--- config.mk ---
export PLATFORM = sky130hd
export DESIGN_NAME = jcp_cell
export DESIGN_NICKNAME = d
export VERILOG_FILES = /design/src/rtl/jcp_pkg.sv /design/src/rtl/jcp_cell.sv
export SDC_FILE = /design/constraint.sdc
export NUM_CORES = 1
export LEC_CHECK = 0
export ABC_AREA = 1
export CAP_MARGIN = 20
export CELL_PAD_IN_SITES_DETAIL_PLACEMENT = 0
export CELL_PAD_IN_SITES_GLOBAL_PLACEMENT = 1
export CORE_MARGIN = 2
export CORE_UTILIZATION = 45
export CTS_BUF_LIST = sky130_fd_sc_hd__clkbuf_16
export DETAILED_ROUTE_END_ITERATION = 10
export DONT_BUFFER_PORTS = 1
export GPL_TIMING_DRIVEN = 0
export PLACE_DENSITY = 0.78
export RECOVER_POWER = 25
export SETUP_SLACK_MARGIN = 0.15
export SYNTH_ARGS = -nofsm -noshare
export SYNTH_HDL_FRONTEND = slang
export SYNTH_SLANG_ARGS = --single-unit
--- constraint.sdc ---
create_clock -name clk -period 25.9 [get_ports clk]
set_input_delay 3.885 -clock clk [delete_from_list [all_inputs] [get_ports clk]]
set_output_delay 3.885 -clock clk [all_outputs]
set_load 0.05 [all_outputs]
--- src/rtl/jcp_pkg.sv ---
package jcp_pkg;

  // Default number of rotation cells and the size of the arctangent table
  localparam int CORDIC_STAGES_DEF = 16;
  localparam int ATAN_TABLE_SIZE   = 24;

  // One result bit per cell for the magnitude square root
  localparam int SQRT_STEPS = 15;

  // Output constants, Q3.13 radians and Q7.8 distance
  localparam logic signed [15:0] PI_Q13      = 16'sd25736;
  localparam logic signed [15:0] HALF_PI_Q13 = 16'sd12868;
  localparam logic [14:0]        MAG_LIMIT   = 15'd25600;
  localparam logic [16:0]        SUMSQ_LIMIT = 17'd10000;
  localparam logic [7:0]         AXIS_EDGE   = 8'd100;

  // Q3.13 radians per binary angle unit, scaled by 2^48
  localparam logic [31:0] RAD_SCALE = 32'd3373259426;

  typedef struct packed {
    logic signed [7:0] x_pos;
    logic signed [7:0] y_pos;
  } pos_t;

  typedef struct packed {
    logic signed [15:0] heading;
    logic [14:0]        magnitude;
  } polar_t;

  // Data handed from cell to cell
  typedef struct packed {
    logic signed [26:0] x;
    logic signed [26:0] y;
    logic signed [33:0] z;
    logic [29:0]        n;
    logic [17:0]        rem;
    logic [14:0]        root;
    logic               sat;
    logic               spec;
    logic signed [15:0] spec_val;
  } work_t;

  // Corrected axis for an edge position: floor(sqrt((20000 - k*k) * 2^32))
  typedef logic [23:0] fix_tab_t [0:128];

  function automatic fix_tab_t build_fix_tab();
    fix_tab_t          tab;
    longint unsigned   n;
    longint unsigned   root;
    longint unsigned   bitv;
    for (int k = 0; k <= 128; k++) begin
      n    = (64'd20000 - 64'(k * k)) << 32;
      root = 64'd0;
      bitv = 64'd1 << 62;
      for (int j = 0; j < 32; j++) begin
        if (n >= root + bitv) begin
          n    = n - (root + bitv);
          root = (root >> 1) + bitv;
        end else begin
          root = root >> 1;
        end
        bitv = bitv >> 2;
      end
      tab[k] = root[23:0];
    end
    return tab;
  endfunction

  localparam fix_tab_t FIX_TAB = build_fix_tab();

  // atan(2^-i) in binary angle units, 2^32 = 2*pi
  function automatic logic [31:0] atan_unit(input int idx);
    logic [31:0] a;
    case (idx)
      0:       a = 32'h20000000;
      1:       a = 32'h12E4051E;
      2:       a = 32'h09FB385B;
      3:       a = 32'h051111D4;
      4:       a = 32'h028B0D43;
      5:       a = 32'h0145D7E1;
      6:       a = 32'h00A2F61E;
      7:       a = 32'h00517C55;
      8:       a = 32'h0028BE53;
      9:       a = 32'h00145F2F;
      10:      a = 32'h000A2F98;
      11:      a = 32'h000517CC;
      12:      a = 32'h00028BE6;
      13:      a = 32'h000145F3;
      14:      a = 32'h0000A2FA;
      15:      a = 32'h0000517D;
      16:      a = 32'h000028BE;
      17:      a = 32'h0000145F;
      18:      a = 32'h00000A30;
      19:      a = 32'h00000518;
      20:      a = 32'h0000028C;
      21:      a = 32'h00000146;
      22:      a = 32'h000000A3;
      23:      a = 32'h00000051;
      default: a = 32'h00000000;
    endcase
    return a;
  endfunction

endpackage

--- src/rtl/jcp_cell.sv ---
module jcp_cell #(
  parameter int STAGE   = 0,
  parameter bit DO_ROT  = 1'b1,
  parameter bit DO_SQRT = 1'b1
) (
  input  logic           clk,
  input  logic           rst,
  input  logic           in_valid,
  output logic           in_ready,
  input  jcp_pkg::work_t in_data,
  output logic           out_valid,
  input  logic           out_ready,
  output jcp_pkg::work_t out_data
);

  logic signed [26:0] dx, dy;
  logic signed [33:0] da;
  logic [17:0]        rem_sh, trial;
  jcp_pkg::work_t     work_next;

  // One rotation step toward the x axis and one square root bit, each only where DO_ROT or DO_SQRT is set
  always_comb begin
    work_next = in_data;
    dx = in_data.y >>> STAGE;
    dy = in_data.x >>> STAGE;
    da = {2'b0, jcp_pkg::atan_unit(STAGE)};
    if (DO_ROT) begin
      if (!in_data.y[26]) begin
        work_next.x = in_data.x + dx;
        work_next.y = in_data.y - dy;
        work_next.z = in_data.z + da;
      end else begin
        work_next.x = in_data.x - dx;
        work_next.y = in_data.y + dy;
        work_next.z = in_data.z - da;
      end
    end
    rem_sh = {in_data.rem[15:0], in_data.n[29:28]};
    trial  = {1'b0, in_data.root, 2'b01};
    if (DO_SQRT) begin
      work_next.n = {in_data.n[27:0], 2'b00};
      if (rem_sh >= trial) begin
        work_next.rem  = rem_sh - trial;
        work_next.root = {in_data.root[13:0], 1'b1};
      end else begin
        work_next.rem  = rem_sh;
        work_next.root = {in_data.root[13:0], 1'b0};
      end
    end
  end

  assign in_ready = !out_valid || out_ready;

  always_ff @(posedge clk) begin
    if (rst) begin
      out_valid <= 1'b0;
    end else if (in_ready) begin
      out_valid <= in_valid;
    end
  end

  always_ff @(posedge clk) begin
    if (in_valid && in_ready) begin
      out_data <= work_next;
    end
  end

endmodule

## Yosys cells after proc, flatten, opt, wreduce, memory -nomap -nowiden

Cells that the tools add are included.

- Word-level logic and storage cells: 22
- Bits in registers: 168
- Input bits: 173
- Output and inout port bits: 171

- $lt $le $gt $ge: 1
- $add $sub $neg: 6
- Mux-type cells: 2
- Reductions and logical operators: 3

Operators by type and width:

| kind | number |
|---|---|
| $mux W88 | 1 |
| $sub A27 B27 Y27 | 2 |
| $add A34 B31 Y34 const B | 1 |
| $sub A34 B31 Y34 const B | 1 |
| $mux W33 | 1 |
| $add A27 B27 Y27 | 1 |
| $ge A18 B17 Y1 | 1 |
| $sub A18 B17 Y18 | 1 |
| $logic_and A1 B1 Y1 | 1 |
| $logic_not A1 Y1 | 1 |
| $logic_or A1 B1 Y1 | 1 |

## Longest topological paths before layout

- Word-level depth: 3
- Depth in mapped cells: 16
- Gate-level depth less buffers: 15

## Least setup slack after synthesis

Ideal clock, no wire load.

- Path kind: in2reg
- Start point: input port in_valid
- End point: register out_data[0] in the netlist's numbering (enable)
- Data required time: 25.154 ns
- Slack: 13.250 ns
- Cell stages on the path: 2
- Path buffers: 0
- Arrival time: 11.905 ns
- Cell sequence: inv_1 > a21oi_1

- Longest elaborated chain between the ends: 1

Ends and longest elaborated chain:

| element | line | source |
|---|---|---|
| from (decl) | jcp_cell.sv:8 | `input logic in_valid,` |
| $logic_and A1 B1 Y1 | jcp_cell.sv:63 | `if (in_valid && in_ready) begin` |
| to (signal assigned) | jcp_cell.sv:64 | `out_data <= work_next;` |
| to (decl) | jcp_cell.sv:13 | `output jcp_pkg::work_t out_data` |

No other way between the ends.
A chain may end at the register's enable or synchronous reset.

## Worst setup path after layout

- Start point: input port out_ready
- End point: output port in_ready

- Longest elaborated chain between the ends: 1

Ends and longest elaborated chain:

| element | line | source |
|---|---|---|
| from (decl) | jcp_cell.sv:12 | `input logic out_ready,` |
| $logic_or A1 B1 Y1 | jcp_cell.sv:52 | `assign in_ready = !out_valid \|\| out_ready;` |
| to (decl) | jcp_cell.sv:9 | `output logic in_ready,` |

No other way between the ends.

==> flow_summary.ini <==
[outcome]
status = finished with violations
violations = max-capacitance violations, max-slew violations

[finish]
regArea_um2 = 5000
stdcell_count = 1963
fin_util_pct = 50.0
num-fill-cells = 2688
drive_above_1_share_pct = 5.25
final_cell_mix = 460 x nand2_1, 238 x inv_1, 166 x edfxtp_1, 124 x nand3_1, 120 x nor2_1
design_area_um2 = 13400
fin_nets = 1891
mostFrequentLayoutCell = nand2_1
area_delta_synth_final_pct = 9.37
multiInputGateArea_um2 = 6150

[grt]
grt_first_pass_wirelength_mm = 61.9
grt_max_degree = 35
track_usage_pct = 29.3
overflow = 0
antenna_found_initial = 5
first_global_vias = 10300

[die]
die_w_um = 169
fp-row-count = 60
die_area_um2 = 28600
die_h_um = 169
ios = 344
start_util_pct = 45.7
core_um2 = 26900

[yosys]
synth_edf_count = 166
syn-instance-count = 1582
yosys_warnings = 0
ys_types = 45
synth-seq-area-share_pct = 40.7
yosys_most_used_dff = edfxtp_1
synthArstFlopShare_pct = 0
avgSynthCellArea_um2 = 7.77
ys_seq_elements = 167
syn-cell-area_um2 = 12300

[critical_path]
end_kind = output port
critPathArrivalTime_ns = 4.29
crit_path_max_fanout = 2
r2r_slack_ns = 21.79
path_class = primary input to output port
max_stage_delay_ns = 0.37
cp_num_buf_inv = 1
start_kind = primary input
r2r_start = out_valid
worstRegToRegCells = 3
crit_slowest_cell = nand2_1
cp.required_ns = 22.01
critPathTopFamily = simple AND/OR/NAND/NOR gates
path_cells = inv_1 > nand2_1
r2r-end = out_data[160]
critPathLaunch = out_ready

[power]
pwr-share-comb_pct = 21.5
total_power_mw = 0.885
p_clk_share_pct = 31.0
power_density_nw_per_um2 = 65.8
switching_power_mw = 0.360
p_int_mw = 0.525
p_leak_nw = 6.37
peakVddDrop_mv = 0.0424
switching_share_pct = 40.7
power_frac_seq_pct = 47.5

[timing]
setup_viol = 0
skew_ns = 0.00963
grt_setup_unrepaired = no
tightest_slew_ns = 2.17
relSlewSlack_pct = -45.0
finalHoldViolCount = 0
fin_crit_sh_pct = 31.5
finalMaxSlewViolations = 49
fmax_mhz = 122
post-route-min-period_ns = 8.17
tns_ns = 0

[cts]
clock-sinks = 167
cts_buffer_depth = 2
cts_buffers = 17
insertion_delay_ns = 0.44
post_cts_buffers = 0
cts-htree-levels = 4
path_clk_slew_ns = 0.08
cts-root-buf = clkbuf_16
post_cts_resized = 0
cts_hold_buf = 0
tritoncts = done

[detailed_routing]
vias = 10600
antenna_left = 0
viasPerCell = 5.39
wl_per_cell_um = 21.8
drc = 0
finalWirelength_mm = 42.8
dr.pass1.iters = 5
drt_iter0_drc = 791

[placed_design]
io_buffer_count = 0
finalWeightedCongestion = 0.941
dpl.hpwl_mm = 35.5
dp_cells = 1929
placed_cell_area_um2 = 12800

[worst_hold_path]
whs_path_depth = 2
holdCritPathClass = register to register
hold_end = out_valid
hp-start = out_valid

[run]
drv_cap = 2
-- state kept, by name, indices dropped and copies added (netlist names) --
signal / cells
out_data: 166
out_valid: 1
-- how the worst max path moves through the flow --
| stage | end | cells past startpoint |
|---|---|---|
| floorplan | out_data[0] | 2 |
| global placement | out_data[31] | 2 |
| detailed placement | in_ready | 2 |
| CTS | in_ready | 2 |
| global route | in_ready | 2 |
| finish | in_ready | 2 |
-- area by class of cell --
cell class,instances,area share [%]
Clock inverter,15,1.54
Inverter,242,6.76
Antenna cell,2,0.0372
Buffer,39,1.68
Multi-Input combinational cell,1135,45.8
Clock buffer,17,3.17
Tap cell,341,3.17
Sequential cell,167,37.2
Timing Repair Buffer,5,0.624
-- power by group through the flow --
stage               clock network, mW  logic [mW]  registers, mW
finish                          0.274       0.190          0.420
global route                    0.286       0.212          0.422
detailed placement                  0       0.187          0.427
global placement                    0       0.184          0.433
CTS                             0.279       0.188          0.421
floorplan                           0       0.133          0.423
-- metal layers --
layer	share of wire [%]	GRT usage, %
met1	40	34.3
met2	50	52.5
met3	7.1	6.06
met4	3.5	11.4
met5	0	0
-- through the flow --
step                setup WS, ns  hold WS (ns)
CTS                        17.70          1.19
floorplan                  13.25          1.07
global route               17.70          1.21
detailed placement         17.70          1.18
finish                     17.73          1.15
global placement           10.57          1.14
-- synthesized netlist by cell type (all sizes together), types with 3 or more instances --
library cell    n  area share (%)
a21o            3            0.18
o21bai         25             1.5
nor2          121             3.8
a21oi         107             4.4
nor3            7            0.41
a21boi          5            0.31
and2            4            0.20
nand3b          5            0.31
clkbuf          5            0.15
o21ai          77             3.2
nand4          27             1.4
or2             3            0.15
xor2           19             1.4
inv           241             7.4
buf            34             1.7
o22ai           6            0.31
ha            107              11
nand2         463              14
xnor2          13            0.93
nand3         124             5.0
fa              4            0.65
edfxtp        166              41
-- logic make-up (layout without fill, tap and decap cells) --
logic type	Yosys count	in the layout	synth area share (%)
AND/OR/NAND/NOR	759	759	25.8
buffers and inverters	281	318	9.22
AO/OA/AOI/OAI	230	230	10.4
flip-flops	167	167	40.7
adder cells (fa/ha/maj)	111	111	11.5
XOR/XNOR	32	32	2.28
other	1	4	0.0305
multiplexers	1	1	0.0815
Note: power is estimated with default switching activity, not from simulation.
