[src/rtl/jcp_pkg.sv]
package jcp_pkg;

  // Default number of rotation cells and the size of the arctangent table
  localparam int CORDIC_STAGES_DEF = 16;
  localparam int ATAN_TABLE_SIZE   = 24;

  // One result bit per cell for the magnitude square root
  localparam int SQRT_STEPS = 15;

  // Output constants, Q3.13 radians and Q7.8 distance
  localparam logic signed [15:0] PI_Q13      = 16'sd25736;
  localparam logic signed [15:0] HALF_PI_Q13 = 16'sd12868;
  localparam logic [14:0]        MAG_LIMIT   = 15'd25600;
  localparam logic [16:0]        SUMSQ_LIMIT = 17'd10000;
  localparam logic [7:0]         AXIS_EDGE   = 8'd100;

  // Q3.13 radians per binary angle unit, scaled by 2^48
  localparam logic [31:0] RAD_SCALE = 32'd3373259426;

  typedef struct packed {
    logic signed [7:0] x_pos;
    logic signed [7:0] y_pos;
  } pos_t;

  typedef struct packed {
    logic signed [15:0] heading;
    logic [14:0]        magnitude;
  } polar_t;

  // Data handed from cell to cell
  typedef struct packed {
    logic signed [26:0] x;
    logic signed [26:0] y;
    logic signed [33:0] z;
    logic [29:0]        n;
    logic [17:0]        rem;
    logic [14:0]        root;
    logic               sat;
    logic               spec;
    logic signed [15:0] spec_val;
  } work_t;

  // Corrected axis for an edge position: floor(sqrt((20000 - k*k) * 2^32))
  typedef logic [23:0] fix_tab_t [0:128];

  function automatic fix_tab_t build_fix_tab();
    fix_tab_t          tab;
    longint unsigned   n;
    longint unsigned   root;
    longint unsigned   bitv;
    for (int k = 0; k <= 128; k++) begin
      n    = (64'd20000 - 64'(k * k)) << 32;
      root = 64'd0;
      bitv = 64'd1 << 62;
      for (int j = 0; j < 32; j++) begin
        if (n >= root + bitv) begin
          n    = n - (root + bitv);
          root = (root >> 1) + bitv;
        end else begin
          root = root >> 1;
        end
        bitv = bitv >> 2;
      end
      tab[k] = root[23:0];
    end
    return tab;
  endfunction

  localparam fix_tab_t FIX_TAB = build_fix_tab();

  // atan(2^-i) in binary angle units, 2^32 = 2*pi
  function automatic logic [31:0] atan_unit(input int idx);
    logic [31:0] a;
    case (idx)
      0:       a = 32'h20000000;
      1:       a = 32'h12E4051E;
      2:       a = 32'h09FB385B;
      3:       a = 32'h051111D4;
      4:       a = 32'h028B0D43;
      5:       a = 32'h0145D7E1;
      6:       a = 32'h00A2F61E;
      7:       a = 32'h00517C55;
      8:       a = 32'h0028BE53;
      9:       a = 32'h00145F2F;
      10:      a = 32'h000A2F98;
      11:      a = 32'h000517CC;
      12:      a = 32'h00028BE6;
      13:      a = 32'h000145F3;
      14:      a = 32'h0000A2FA;
      15:      a = 32'h0000517D;
      16:      a = 32'h000028BE;
      17:      a = 32'h0000145F;
      18:      a = 32'h00000A30;
      19:      a = 32'h00000518;
      20:      a = 32'h0000028C;
      21:      a = 32'h00000146;
      22:      a = 32'h000000A3;
      23:      a = 32'h00000051;
      default: a = 32'h00000000;
    endcase
    return a;
  endfunction

endpackage

[src/rtl/jcp_post.sv]
module jcp_post (
  input  logic            clk,
  input  logic            rst,
  input  logic            in_valid,
  output logic            in_ready,
  input  jcp_pkg::work_t  in_data,
  output logic            out_valid,
  input  logic            out_ready,
  output jcp_pkg::polar_t out_data
);

  // Scale stage registers
  logic               a_valid;
  logic               a_ready;
  logic [63:0]        a_prod;
  logic               a_neg;
  logic               a_spec;
  logic signed [15:0] a_spec_val;
  logic [14:0]        a_mag;

  logic [31:0]        absz;
  logic [14:0]        mag_next;
  logic [16:0]        h_round;
  logic [15:0]        h_clamp;
  jcp_pkg::polar_t    res_next;

  // Take |z| and round the square root to nearest, or saturate at MAG_LIMIT
  always_comb begin
    absz = in_data.z[33] ? 32'(-in_data.z) : in_data.z[31:0];
    if (in_data.sat) begin
      mag_next = jcp_pkg::MAG_LIMIT;
    end else if (in_data.rem > {3'b0, in_data.root}) begin
      mag_next = in_data.root + 15'd1;
    end else begin
      mag_next = in_data.root;
    end
  end

  assign in_ready = !a_valid || a_ready;

  always_ff @(posedge clk) begin
    if (rst) begin
      a_valid <= 1'b0;
    end else if (in_ready) begin
      a_valid <= in_valid;
    end
  end

  // Convert binary angle units to radians
  always_ff @(posedge clk) begin
    if (in_valid && in_ready) begin
      a_prod     <= 64'(absz) * 64'(jcp_pkg::RAD_SCALE);
      a_neg      <= in_data.z[33];
      a_spec     <= in_data.spec;
      a_spec_val <= in_data.spec_val;
      a_mag      <= mag_next;
    end
  end

  // Round half up, clamp at pi, restore the sign, or take the axis value
  always_comb begin
    h_round = {1'b0, a_prod[63:48]} + {16'b0, a_prod[47]};
    h_clamp = (h_round > {1'b0, jcp_pkg::PI_Q13}) ? jcp_pkg::PI_Q13 : h_round[15:0];
    if (a_spec) begin
      res_next.heading = a_spec_val;
    end else if (a_neg) begin
      res_next.heading = -$signed(h_clamp);
    end else begin
      res_next.heading = $signed(h_clamp);
    end
    res_next.magnitude = a_mag;
  end

  assign a_ready = !out_valid || out_ready;

  always_ff @(posedge clk) begin
    if (rst) begin
      out_valid <= 1'b0;
    end else if (a_ready) begin
      out_valid <= a_valid;
    end
  end

  always_ff @(posedge clk) begin
    if (a_valid && a_ready) begin
      out_data <= res_next;
    end
  end

endmodule

[config.mk]
export PLATFORM = sky130hd
export DESIGN_NAME = jcp_post
export DESIGN_NICKNAME = d
export VERILOG_FILES = /design/src/rtl/jcp_pkg.sv /design/src/rtl/jcp_post.sv
export SDC_FILE = /design/constraint.sdc
export NUM_CORES = 1
export LEC_CHECK = 0
export BUFFER_PORTS_ARGS = -buffer_cell sky130_fd_sc_hd__clkbuf_2
export CAP_MARGIN = 20
export CORE_UTILIZATION = 43
export CTS_CLUSTER_SIZE = 30
export DETAILED_ROUTE_END_ITERATION = 10
export PLACE_DENSITY = 0.73
export SLEW_MARGIN = 0
export SYNTH_ARGS = -nofsm -noshare
export SYNTH_HDL_FRONTEND = slang
export SYNTH_SLANG_ARGS = --single-unit
[constraint.sdc]
create_clock -name clk -period 27.4 [get_ports clk]
set_clock_uncertainty 0.05 [all_clocks]
set_input_delay 4.11 -clock clk [delete_from_list [all_inputs] [get_ports clk]]
set_output_delay 4.11 -clock clk [all_outputs]
set_load 0.01 [all_outputs]
* Yosys cells after proc, flatten, opt, wreduce, memory -nomap -nowiden
Index checks and enable logic that the tools add are counted.
** Cells by class
- $add $sub $neg :: 4
- Multiply operators :: 1
- Div/mod/pow operators :: 0
- Magnitude comparators :: 2
- Equal/unequal tests :: 0
- Shifts and indexed selects :: 0
- Multiplexer cells :: 5
- Bitwise operators :: 0
- Reduce and logical (&&, ||, !) cells :: 6
** Operators by type and width (number)
- multiplier 32 x 31 -> 63 bit, second input constant :: 1
- two-way mux 16 bit :: 3
- two-way mux 32 bit :: 1
- negation 32 bit :: 1
- > comparator 18 x 15 -> 1 bit :: 1
- adder 16 x 1 -> 17 bit :: 1
- > comparator 17 x 15 -> 1 bit, second input constant :: 1
- negation 16 bit :: 1
- adder 15 x 1 -> 15 bit, second input constant :: 1
- two-way mux 15 bit :: 1
- logical AND 1 bit :: 2
- logical NOT 1 bit :: 2
- logical OR 1 bit :: 2
** Storage, ports and cells
- Register bits :: 129
- Latch bits :: 0
- Bits in writable memories :: 0
- Bits in read-only memories :: 0
- Input port bits :: 173
- Output and inout bits :: 33
- Word-level logic and storage cells :: 27
- Memories :: 0

* Depth between registers and ports, before layout
- Word-level depth :: 6
- Mapped depth :: 32
- Mapped depth without buffers :: 32

* Worst setup path after synthesis
No wires, ideal clock.
- Kind :: in2reg
- Start :: in in_data[87] (netlist bit)
- End :: reg a_prod[60] (data pin)
- Library setup time :: 0.258 ns
- Arrival :: 12.118 ns
- Required time :: 27.092 ns
- Path slack :: 14.975 ns
- Stages on the path :: 29
- Buffers on the path :: 0
- Cells stage by stage :: or4_4 -> nor2_4 -> nand3b_1 -> or2_2 -> or3_1 -> o31ai_1 -> xnor2_1 -> inv_1 -> fa_1 -> inv_1 -> fa_1 -> inv_1 -> fa_1 -> inv_1 -> ha_1 -> fa_1 -> fa_1 -> fa_1 -> ha_1 -> ha_1 -> and3_1 -> and4_1 -> and3_1 -> a221oi_1 -> o2111ai_1 -> and2_1 -> a41oi_1 -> o21ba_2 -> xnor2_1
** On the way
- Cells in the longest elaborated chain, start to end :: 3
** Ends and longest elaborated chain
- from (decl) :: RTL line jcp_post.sv:6 : input jcp_pkg::work_t in_data,
- negation 32 bit :: RTL line jcp_post.sv:29 : absz = in_data.z[33] ? 32'(-in_data.z) : in_data.z[31:0];
- two-way mux 32 bit (*) :: RTL line jcp_post.sv:29
- multiplier 32 x 31 -> 63 bit (*) :: RTL line jcp_post.sv:52 : a_prod <= 64'(absz) * 64'(jcp_pkg::RAD_SCALE);
- to (signal assigned) :: RTL line jcp_post.sv:52
- to (decl) :: RTL line jcp_post.sv:15 : logic [63:0] a_prod;
Every way passes the cells marked *; elsewhere a longest branch is shown, timed or not.
A chain may end at the register's enable or synchronous reset.

* Worst setup path after layout
- Start :: in in_data[92] (netlist bit)
- End :: reg a_prod[60] (data pin)
The elaborated chain is that of the path after synthesis.

==> results_dict.tcl <==
set metrics [dict create \
    status "completed" \
    syn_area_mm2 0.0207 \
    reg2reg_from "a_prod[51]" \
    cts_tree "built" \
    grt_setup_unrepaired "no" \
    cts_setup_buffers 0 \
    synth_compound_area_frac 0.102 \
    cts_made_buffers 9 \
    slew_violations 0 \
    postRouteWirelength_um 51900 \
    synth_warnings 0 \
    path_class "in -> reg" \
    n_antenna_cell 0 \
    synthFlopType "edfxtp_1" \
    cpPeakStageDelay_ns 0.72 \
    die_w_um 222 \
    grt.total_usage 0.214 \
    post-route-min-period_ns 13.63 \
    insertion_delay_ns 0.34 \
    ff2ff_path_depth 16 \
    grt_antenna_before_repair 0 \
    core-area_mm2 0.0476 \
    vias 15103 \
    synth_nets 2982 \
    boundaryPins 206 \
    grt_max_degree 51 \
    die_area_mm2 0.0491 \
    yosys-top-cells-area "fa_1, ha_1, edfxtp_1" \
    vias_per_cell 5.31 \
    row_count 80 \
    r2r_slack_ns 22.92 \
    die_h_um 222 \
    post_drt_wl_per_cell_um 18.2 \
    nNetsFinal 3105 \
    synth-seq-cells 83 \
    synth_async_sr_flop_share 0 \
    grt-busiest-layer "met2" \
    synth_enable_flop_cells 81 \
    layout-drive-gt1-share 0.0941 \
    grt_overflow 0 \
    avgSynthCellArea_um2 9.85 \
    crit_family "adder cells" \
    cts.clk_slew.worst_paths_ns 0.07 \
    netlist_instances 2103 \
    grt_util_met1 0.297 \
    synth_top_area_frac 0.285 \
    synth_adder_area_share 0.533 \
    crit_path_end_kind "flip-flop" \
    fmax_ghz 0.0734 \
    arrival_ns 13.68 \
    tns_ns 0 \
    yosysTopAreaCell "fa_1" \
    critPathMaxFanout 7 \
    hold_path_startpoint "a_mag[7]" \
    drc 0 \
    synth.most_common_cell "inv_1" \
    dr.pass1.iters 5 \
    relSlewSlack 0.315 \
    cts_resized 0 \
    yosys.area_share.xor_xnor 0.0681 \
    fin_crit_sh 0.497 \
    gp_congestion 0.992 \
    r2r_end "out_data[29]" \
    worst_setup_path_start_kind "input pin" \
    synth-seq-area-share 0.119 \
    grt_pass1_vias 15937 \
    dp_hpwl_um 45500 \
    holdPathStages 0 \
    hold-path-endpoint "out_data[7]" \
    slowest_stage "xor2_1" \
    synth_top_family_by_area "adder cells" \
    maxCapViolCount 0 \
    drt_iter0_markers 936 \
    worst-path-buf-inv 4 \
    synthTopCellsByCount "inv_1, ha_1, fa_1" \
    cpMostUsedCell "fa_1" \
    hold_path_class "reg -> reg" \
    synthSimpleGateAreaFrac 0.0761 \
    cts_max_level 3 \
    tightest_slew_ns 1.02 \
    final_hold_viol_count 0 \
    root_buffer "clkbuf_16" \
    worstPathRequired_ns 27.45 \
    use_met2 0.355 \
    cts_hold_buf 0 \
    synth_mux_area_frac 0.00411 \
    grt_first_pass_wirelength_um 83500 \
    initial_core_util 0.435 \
    grtUsageMet3 0.0221 \
    cts_buffer_depth 2 \
    cts_num_sinks 83 \
    yosysUniqueCellTypes 80 \
    port_buffers 120 \
    area_growth_pct 8.39 \
    setup_viol 0 \
    postRouteAntennaNets 0 \
]
-- how the worst max path moves through the flow --
| stage | endpoint | cells past startpoint | start | slack, ns |
|---|---|---|---|---|
| 4_1_cts | a_prod[60] | 30 | in_data[92] | 13.82 |
| 5_1_grt | a_prod[60] | 29 | in_data[92] | 13.45 |
| 3_5_place_dp | a_prod[60] | 30 | in_data[92] | 13.46 |
| 6_report | a_prod[60] | 30 | in_data[92] | 13.77 |
| 2_1_floorplan | a_prod[60] | 29 | in_data[87] | 14.97 |
| 3_3_place_gp | a_prod[60] | 30 | in_data[92] | 13.59 |
-- cell usage in the layout (no fill, tap or decap), types with 9 or more instances in the layout --
| master | count |
|---|---|
| inv_1 | 491 |
| ha_1 | 411 |
| fa_1 | 295 |
| clkbuf_2 | 120 |
| xnor2_1 | 109 |
| a21oi_1 | 86 |
| nor2_1 | 83 |
| edfxtp_1 | 81 |
| nand2_1 | 67 |
| a21o_1 | 62 |
| o21ai_0 | 53 |
| xor2_1 | 31 |
| nand4_1 | 24 |
| nand3_1 | 23 |
| nor3_1 | 22 |
| buf_4 | 22 |
| o21a_1 | 13 |
| nand2b_1 | 12 |
| and3_1 | 12 |
| a211oi_1 | 11 |
| o31ai_1 | 9 |
| clkbuf_16 | 9 |
-- flip-flops by register name, summed over array words and instances (netlist names) --
name and flops:
a_spec_val 16, out_valid 1, a_neg 1, out_data 31, a_spec 1, a_valid 1
a_mag 15, a_prod 17
-- area by class of cell --
class / instances / area (µm²)
clock inverters: 7 / 81.3
fillers: 4447 / 25200
repair buffers: 143 / 786
flip-flops and latches: 83 / 2470
clock buffers: 9 / 225
well taps: 615 / 769
inverters: 502 / 1880
multi-input cells: 1487 / 16200
-- through the flow --
stage                     instance area, µm²  worst slack [ns]  utilization  hold WS [ns]  cells
final                                  22500             13.77        0.471         0.371   2846
after floorplan                        20700             14.97            -         0.350   2103
after detailed placement               22100             13.46        0.465         0.355   2829
after CTS                              22400             13.82        0.471         0.372   2845
after global placement                 22100             13.59        0.465         0.351   2829
after global routing                   22500             13.45        0.471         0.376   2846
-- kinds of logic (layout without fill, tap and decap cells) --
kind of cell | count (synthesis) | after routing
AO/OA/AOI/OAI | 316 | 316
XOR/XNOR | 150 | 150
adder cells (fa/ha/maj) | 706 | 706
buffers and inverters | 533 | 661
flip-flops | 83 | 83
multiplexers | 8 | 8
AND/OR/NAND/NOR | 307 | 307
-- routing by layer --
metal	share of wire	vias up	routed length (µm)
li1	-	7186	-
met1	0.46	7427	23800
met2	0.46	430	24100
met3	0.053	60	2730
met4	0.025	0	1290
met5	0	-	0
Power is left out: the tool's default activity adds up to more than one toggle a clock period on the data nets, which glitch-free logic cannot reach.
